`src/rtl/bmd_pkg.sv`:
```
// Package for the block mean downsampler: shared types and constants.
`default_nettype none

package bmd_pkg;

  localparam int SUM_W      = 24;    // column sum and mean width
  localparam int FRAC_W     = 8;     // fraction bits of the mean
  localparam int DIVD_W     = SUM_W + FRAC_W;
  localparam int DIV_CNT_W  = $clog2(DIVD_W);
  localparam int COORD_W    = 12;    // row and column counters
  localparam int CFG_W      = 13;    // widest register
  localparam int FACTOR_W   = 5;     // factor register
  localparam int CFG_IDX_W  = 2;
  localparam int MAX_HEIGHT = 4096;

  localparam logic [CFG_IDX_W-1:0] REG_FACTOR        = 2'd0;
  localparam logic [CFG_IDX_W-1:0] REG_SOURCE_WIDTH  = 2'd1;
  localparam logic [CFG_IDX_W-1:0] REG_SOURCE_HEIGHT = 2'd2;

  localparam logic [FACTOR_W-1:0] FACTOR_RESET = 5'd2;
  localparam logic [CFG_W-1:0]    WIDTH_RESET  = 13'd640;
  localparam logic [CFG_W-1:0]    HEIGHT_RESET = 13'd480;

  typedef enum logic [1:0] {
    ST_IDLE,
    ST_CALC,
    ST_DIV,
    ST_LOAD
  } bmd_state_t;

  typedef struct packed {
    logic accept;
    logic calc;
    logic div_start;
    logic load;
  } bmd_cmd_t;

  typedef struct packed {
    logic emit;
    logic div_done;
    logic out_busy;
  } bmd_stat_t;

endpackage

`default_nettype wire

```
`src/rtl/bmd_ctrl.sv`:
```
// Controller state machine of the block mean downsampler.
`default_nettype none

module bmd_ctrl (
  input  wire logic              clk,
  input  wire logic              rst,
  input  wire logic              in_valid,
  output logic                   in_stall,
  input  wire bmd_pkg::bmd_stat_t stat,
  output bmd_pkg::bmd_cmd_t      cmd
);

  bmd_pkg::bmd_state_t state;
  bmd_pkg::bmd_state_t state_next;

  always_ff @(posedge clk) begin
    if (rst) begin
      state <= bmd_pkg::ST_IDLE;
    end else begin
      state <= state_next;
    end
  end

  always_comb begin
    state_next = state;
    unique case (state)
      bmd_pkg::ST_IDLE: begin
        if (in_valid) state_next = bmd_pkg::ST_CALC;
      end
      bmd_pkg::ST_CALC: begin
        state_next = stat.emit ? bmd_pkg::ST_DIV : bmd_pkg::ST_IDLE;
      end
      bmd_pkg::ST_DIV: begin
        if (stat.div_done) state_next = bmd_pkg::ST_LOAD;
      end
      bmd_pkg::ST_LOAD: begin
        if (!stat.out_busy) state_next = bmd_pkg::ST_IDLE;
      end
      default: state_next = bmd_pkg::ST_IDLE;
    endcase
  end

  always_comb begin
    cmd      = '0;
    in_stall = 1'b1;
    unique case (state)
      bmd_pkg::ST_IDLE: begin
        in_stall   = 1'b0;
        cmd.accept = in_valid;
      end
      bmd_pkg::ST_CALC: begin
        cmd.calc      = 1'b1;
        cmd.div_start = stat.emit;
      end
      bmd_pkg::ST_DIV: begin
      end
      bmd_pkg::ST_LOAD: begin
        cmd.load = !stat.out_busy;
      end
      default: begin
      end
    endcase
  end

endmodule

`default_nettype wire

```
`config.mk`:
```
export PLATFORM = sky130hd
export DESIGN_NAME = bmd_ctrl
export DESIGN_NICKNAME = d
export VERILOG_FILES = /design/src/rtl/bmd_pkg.sv /design/src/rtl/bmd_ctrl.sv
export SDC_FILE = /design/constraint.sdc
export NUM_CORES = 1
export LEC_CHECK = 0
export CORE_AREA = 2 2 39 41
export DETAILED_ROUTE_END_ITERATION = 10
export DIE_AREA = 0 0 41 43
export DONT_BUFFER_PORTS = 1
export SLEW_MARGIN = 20
export SYNTH_ARGS = -nofsm -noshare
export SYNTH_HDL_FRONTEND = slang
export SYNTH_SLANG_ARGS = --single-unit
```
`constraint.sdc`:
```
create_clock -name clk -period 2.7 [get_ports clk]
set_clock_uncertainty 0.05 [all_clocks]
set_input_delay 0.135 -clock clk [delete_from_list [all_inputs] [get_ports clk]]
set_output_delay 0.135 -clock clk [all_outputs]
set_load 0.005 [all_outputs]
```
==> key figures, run 1 <==
Synth
  – Register area share after synthesis: between 30% and 40%
  – Synth area leaders: dfxtp_1 33%, inv_1 9.4%, mux2_1 9.4%
  – Area leader, netlist: dfxtp_1
  – Syn. warnings: 0
  – Multiplexer area fraction after synthesis: a little under a tenth
  – Syn Nets: 22
  – Synth Area in XOR/XNOR: 0%
  – Synthesized instance count: 16
  – Simple-gate area share of the yosys netlist: around 32%
  – Netlist cell types: 12
  – Largest family of logic cells by synthesized area: simple AND/OR/NAND/NOR gates
  – Post-synthesis adder-cell area fraction: 0%
  – Avg Cell Area, Syn: approximately 7.5 um^2
  – Synth Area in Compound Gates: around 16%
  – #FFs+latches synth: 2
  – Mapped Area: roughly 120 um^2
  – Synth top area share: around a third

Clock network
  – Later-pin clock latency in the skew report: 0.22 ns
  – Clock root buffer: clkbuf_4
  – Post-CTS Setup Inserts: 0
  – CTS resizes: 0
  – CTS tree: done
  – Clock Path Buffers: 2
  – Clock Sinks: 2
  – Clock-pin slew on the worst setup and hold paths: 0.03 ns
  – Clock buffer count from CTS: 3
  – CTS H-tree lvls: 1

Worst setup path
  – Critical path capture point: cmd[1]
  – Worst path depth: 3
  – Depth of the most critical reg-to-reg path: 3
  – Setup crit start kind: flip-flop
  – Reg2reg end: state[0]
  – Critical-path cell list: and2b_2 > nand2_1 > inv_1
  – WP data arrival: approximately 0.99 ns
  – Setup slack, reg-to-reg: roughly 1.7 ns
  – CP endpoint kind: output port
  – CP max stage delay: between 0.3 and 0.4 ns
  – Crit path kind: reg -> out
  – Worst Path Buf+Inv: 1
  – Slowest CP cell: dfxtp_1
  – CP delay by family, top: flip-flops
  – CP Data Required Time: roughly 2.5 ns
  – Crit-path max FO: 6

Die
  – Initial Utilization: 8.68%
  – Core Region: around 1400 um^2
  – Die Width: ~41 um
  – Site Rows: 14
  – Die Y: between 40 and 50 um
  – I/O pin count: 11
  – Die area: ~1800 um^2

Global routing
  – GR Layer Usage met2: between 4 and 5%
  – GRT Util Overall: under 10%
  – Grt ovf: 0
  – Met3 Use GR: under 10%
  – Vias in the first global route: approximately 110
  – First-pass GRT wire length: 441 um
  – Initial antenna violation count: 0
  – Global Route met1 Usage: 4.15%
  – Busiest layer in global routing: met3
  – Largest net degree at the start of global routing: 7

Route
  – Via count: about 120
  – WL/cell: slightly below 8 um
  – Residual DRC: 0
  – Number of DRC markers in iteration 0: 0
  – DRT Pass-1 Iters: 1
  – Routed Antenna Nets: 0
  – Via-per-instance ratio: around 3.2
  – DRT Wirelength: around 290 um

Timing
  – Endpoints failing setup: 0
  – Worst slew pin tran: approximately 0.28 ns
  – Max Transition Viols Final: 0
  – Max Clk Rate: around 850 MHz
  – Setup TNS: 0 ns
  – Final Cycle Share: a little over two fifths
  – Final Hold Viols: 0
  – Max_slew headroom: between 80% and 90%
  – Post-route minimum period: between 1 and 1.5 ns
  – Setup ws final: between 1.5 and 2 ns
  – RSZ-0062 raised after global routing: false

Outcome
  – Status: completed

Placed design
  – Pre-CTS setup slack: around 1.7 ns
  – RePlAce Congestion: ~0.56
  – Port bufs: 0

Final layout
  – Share of cells above drive strength 1: a little under a third
  – Antenna cells: 0
  – Fill count: between 150 and 200
  – Nets: 28
  – Area delta synth->final: 43.8%
  – Final Util: approximately 12%

Pwr
  – Sequential Power Share: a little under a third
  – Total power: about 110 uW
  – Logic pwr share: about 11%
  – LEAKAGE: approximately 0.000076 uW
  – Sw power: 25.0 uW
  – Internal Power: between 80 and 90 uW
  – Clock power share: approximately 60%
  – Peak supply drop: ~0.000079 V
  – P per Cell Area: 649 nW/um^2
  – Sw frac: 22.3%

Flow run
  – Maxcap violations: 0

Worst hold path
  – Hold Crit Class: in -> reg
## how the worst min path moves through the flow
stage                  from        end  depth (start not counted)
floorplan               rst   state[0]                          1
global placement        rst   state[0]                          1
detailed placement      rst   state[0]                          1
CTS                 stat[2]  flip-flop                          2
global route        stat[2]  flip-flop                          2
finish              stat[2]  flip-flop                          2
## power groups by stage
stage	combinational [uW]	clock, uW	sequential (uW)
finish	12.2	66.2	33.6
global placement	10.9	0	33.8
CTS	12.5	71.9	33.5
global route	15.0	78.1	33.9
detailed placement	10.9	0	34.0
floorplan	9.79	0	33.6
## cells by family (layout without fill, tap and decap cells)
kind of cell | count (synthesis) | after routing
buffers and inverters | 3 | 7
and+or+nand+nor | 7 | 7
AOI/OAI and AO/OA | 3 | 3
muxes | 1 | 1
DFF | 2 | 2
## layout make-up
type                            instances  area (um^2)  share of cell area [%]
Sequential cell                         2         40.0                    23.2
Multi-Input combinational cell         11         68.8                    39.9
Timing Repair Buffer                    1         10.0                    5.80
Inverter                                3         11.3                    6.52
Clock buffer                            3         22.5                    13.0
Tap cell                               16         20.0                    11.6
## stage by stage
step / cells / hold WS, ns / cell area [um^2]
finish: 36 / 0.0315 / 173
global route: 36 / 0.0276 / 173
CTS: 36 / 0.0268 / 173
detailed placement: 32 / 0.151 / 140
global placement: 32 / 0.149 / 140
floorplan: 16 / 0.147 / 120
## cells in the final DEF, fill, tap and decap left out
cell	n
or2_2	1
dfxtp_1	2
a21oi_2	1
nor2_1	1
dlygate4sd3_1	1
a21oi_1	1
clkbuf_4	3
mux2_1	1
nor3b_1	1
nand2_1	2
nand3_1	1
and2b_2	1
inv_1	3
o21ai_0	1
## worst reg2reg max path: stages (launching register included)
cell and delay (ns):
dfxtp_1 0.38, mux2_1 0.34, nand2_1 0.08, a21oi_2 0.05
## routing by layer
metal | wire length [um] | share of wire (%) | up-vias
met5 | 0 | 0 | -
met4 | 0 | 0 | 0
met3 | 42 | 15 | 0
met2 | 125 | 44 | 8
met1 | 117 | 41 | 49
li1 | - | - | 59
## what timing repair did
| item | 4_1_cts | 5_1_grt |
|---|---|---|
| hold endpoints to repair | 2 | 0 |
| endpoints found under the setup margin | 0 | 0 |
| hold buffers | 1 | 0 |
## cells in the mapped netlist
master	number
and2b_2	1
nor2_1	1
nand2_1	2
mux2_1	1
nand3_1	1
inv_1	3
a21oi_1	1
a21oi_2	1
nor3b_1	1
o21ai_0	1
dfxtp_1	2
or2_2	1
No activity file was read; power rests on OpenSTA's default activity.
==> run 2: changes to the inputs <==
- clock period: 2.7 -> 1.15 ns (I/O delays scaled with it)
==> key figures, run 2 (same netlist as run 1, synthesis figures left out) <==
Timing
  – Setup TNS: 0 ns
  – Final Cycle Share: between 90 and 100%
  – Post-route minimum period: 1.07 ns
  – Final Hold Viols: 0
  – Max Transition Viols Final: 0
  – Worst slew pin tran: 0.272 ns
  – Max Clk Rate: 935 MHz
  – Endpoints failing setup: 0
  – Max_slew headroom: 81.8%
  – RSZ-0062 raised after global routing: false

Die
  – I/O pin count: 11
  – Initial Utilization: 8.68%
  – Die Y: about 43 um
  – Die area: about 1800 um^2
  – Die Width: ~40 um
  – Site Rows: 14
  – Core Region: roughly 1400 um^2

Pwr
  – Sw frac: between 20% and 30%
  – Sw power: 58.7 uW
  – LEAKAGE: between 0.00008 and 0.00009 uW
  – Peak supply drop: between 0.0002 and 0.00025 V
  – Clock power share: 57.0%
  – P per Cell Area: about 1400 nW/um^2
  – Logic pwr share: between 10 and 15%
  – Internal Power: roughly 210 uW
  – Sequential Power Share: between 20% and 30%

Clock network
  – Clock-pin slew on the worst setup and hold paths: approximately 0.03 ns
  – Clock root buffer: clkbuf_4
  – Clock Sinks: 2
  – Later-pin clock latency in the skew report: between 0.2 and 0.25 ns
  – CTS tree: done
  – Clock Path Buffers: 2
  – Clock buffer count from CTS: 3
  – CTS H-tree lvls: 1

Final layout
  – Most frequent cells in the layout: 3 x inv_1, 3 x clkbuf_4, 3 x dlygate4sd3_1
  – Final Util: between 10% and 20%
  – Antenna cells: 0
  – Share of cells above drive strength 1: between 30% and 40%
  – Nets: 30
  – Area delta synth->final: 63.5%

Route
  – Number of DRC markers in iteration 0: 3
  – DRT Wirelength: between 300 and 400 um
  – Residual DRC: 0
  – WL/cell: around 7.9 um
  – Via count: between 100 and 150
  – Routed Antenna Nets: 0
  – DRT Pass-1 Iters: 2
  – Via-per-instance ratio: just over 3

Worst setup path
  – Crit path kind: reg -> out
  – Depth of the most critical reg-to-reg path: 3
  – Worst Path Buf+Inv: 0
  – Reg2reg end: state[0]
  – Slowest CP cell: or2_2
  – CP endpoint kind: output port
  – Setup slack, reg-to-reg: 0.19 ns
  – Setup crit start kind: flip-flop
  – CP delay by family, top: simple AND/OR/NAND/NOR gates
  – CP max stage delay: approximately 0.33 ns
  – CP Data Required Time: approximately 1.0 ns
  – Critical-path cell list: or2_2 > nor2_2
  – WP data arrival: 0.96 ns
  – Crit-path max FO: 4

Global routing
  – GRT Util Overall: 4.52%
  – Largest net degree at the start of global routing: 7
  – Initial antenna violation count: 0
  – Grt ovf: 0
  – First-pass GRT wire length: 414 um
  – Vias in the first global route: ~110

Worst hold path
  – Hold Crit Depth: 2
  – Hold_sp: stat[0]
  – Hold Crit Class: in -> reg

Placed design
  – RePlAce Congestion: 0.555
  – Port bufs: 0

Outcome
  – Status: completed

Flow run
  – Maxcap violations: 0
==> run 2: layout make-up <==
class	count	area, um^2
flip-flops and latches	2	41.3
clock buffers	3	22.5
well taps	16	20.0
multi-input cells	11	71.3
fillers	156	1190
repair buffers	3	30.0
inverters	3	11.3
==> run 2: metal layers <==
layer | track usage (%) | wire length, um | vias to the layer above
met5 | 0 | 0 | -
met4 | 6.00 | 0 | 0
met3 | 4.71 | 47 | 0
met2 | 4.69 | 155 | 8
met1 | 3.86 | 99 | 47
li1 | - | - | 63
==> run 2: worst register-to-register path, delay by kind of cell, from the launching register on <==
kind             cells  cell delay [ns]
multiplexers         1             0.32
AND/OR/NAND/NOR      1             0.08
AO/OA/AOI/OAI        1             0.05
flip-flops           1             0.35
==> run 2: worst max path at each step <==
stage	to	slack (ns)	depth (start not counted)	from
floorplan	state[0]	0.20	3	flip-flop
global placement	state[0]	0.16	3	flip-flop
detailed placement	state[0]	0.15	3	flip-flop
CTS	cmd[1]	0.03	3	flip-flop
global route	cmd[3]	0.02	2	state[0]
finish	cmd[3]	0.08	2	state[0]
==> run 2: power by group through the flow <==
stage          Sequential (uW)  Combinational [uW]  Clock, uW
2_1_floorplan             78.8                23.0          0
3_3_place_gp              79.8                25.5          0
3_5_place_dp              79.8                25.9          0
4_1_cts                   78.9                35.2        166
5_1_grt                   79.8                42.3        174
6_report                  79.3                36.1        153
==> run 2: stage by stage <==
step,cell area (um^2),power [uW],cells,hold WS (ns),setup slack (ns)
after detailed placement,140,106,32,0.0747,0.154
after CTS,193,280,38,0.00362,0.0262
after global placement,140,105,32,0.0749,0.157
final,196,268,38,0.0129,0.0802
after global routing,196,297,38,0.0930,0.0219
after floorplan,120,102,16,0.0699,0.196
==> run 2: timing repair <==
action | CTS | global route
setup endpoints to repair | 0 | 2
setup buffers | 0 | 0
hold buffers | 3 | 0
endpoints found under the hold margin | 2 | 0
gates resized for setup | 0 | 2
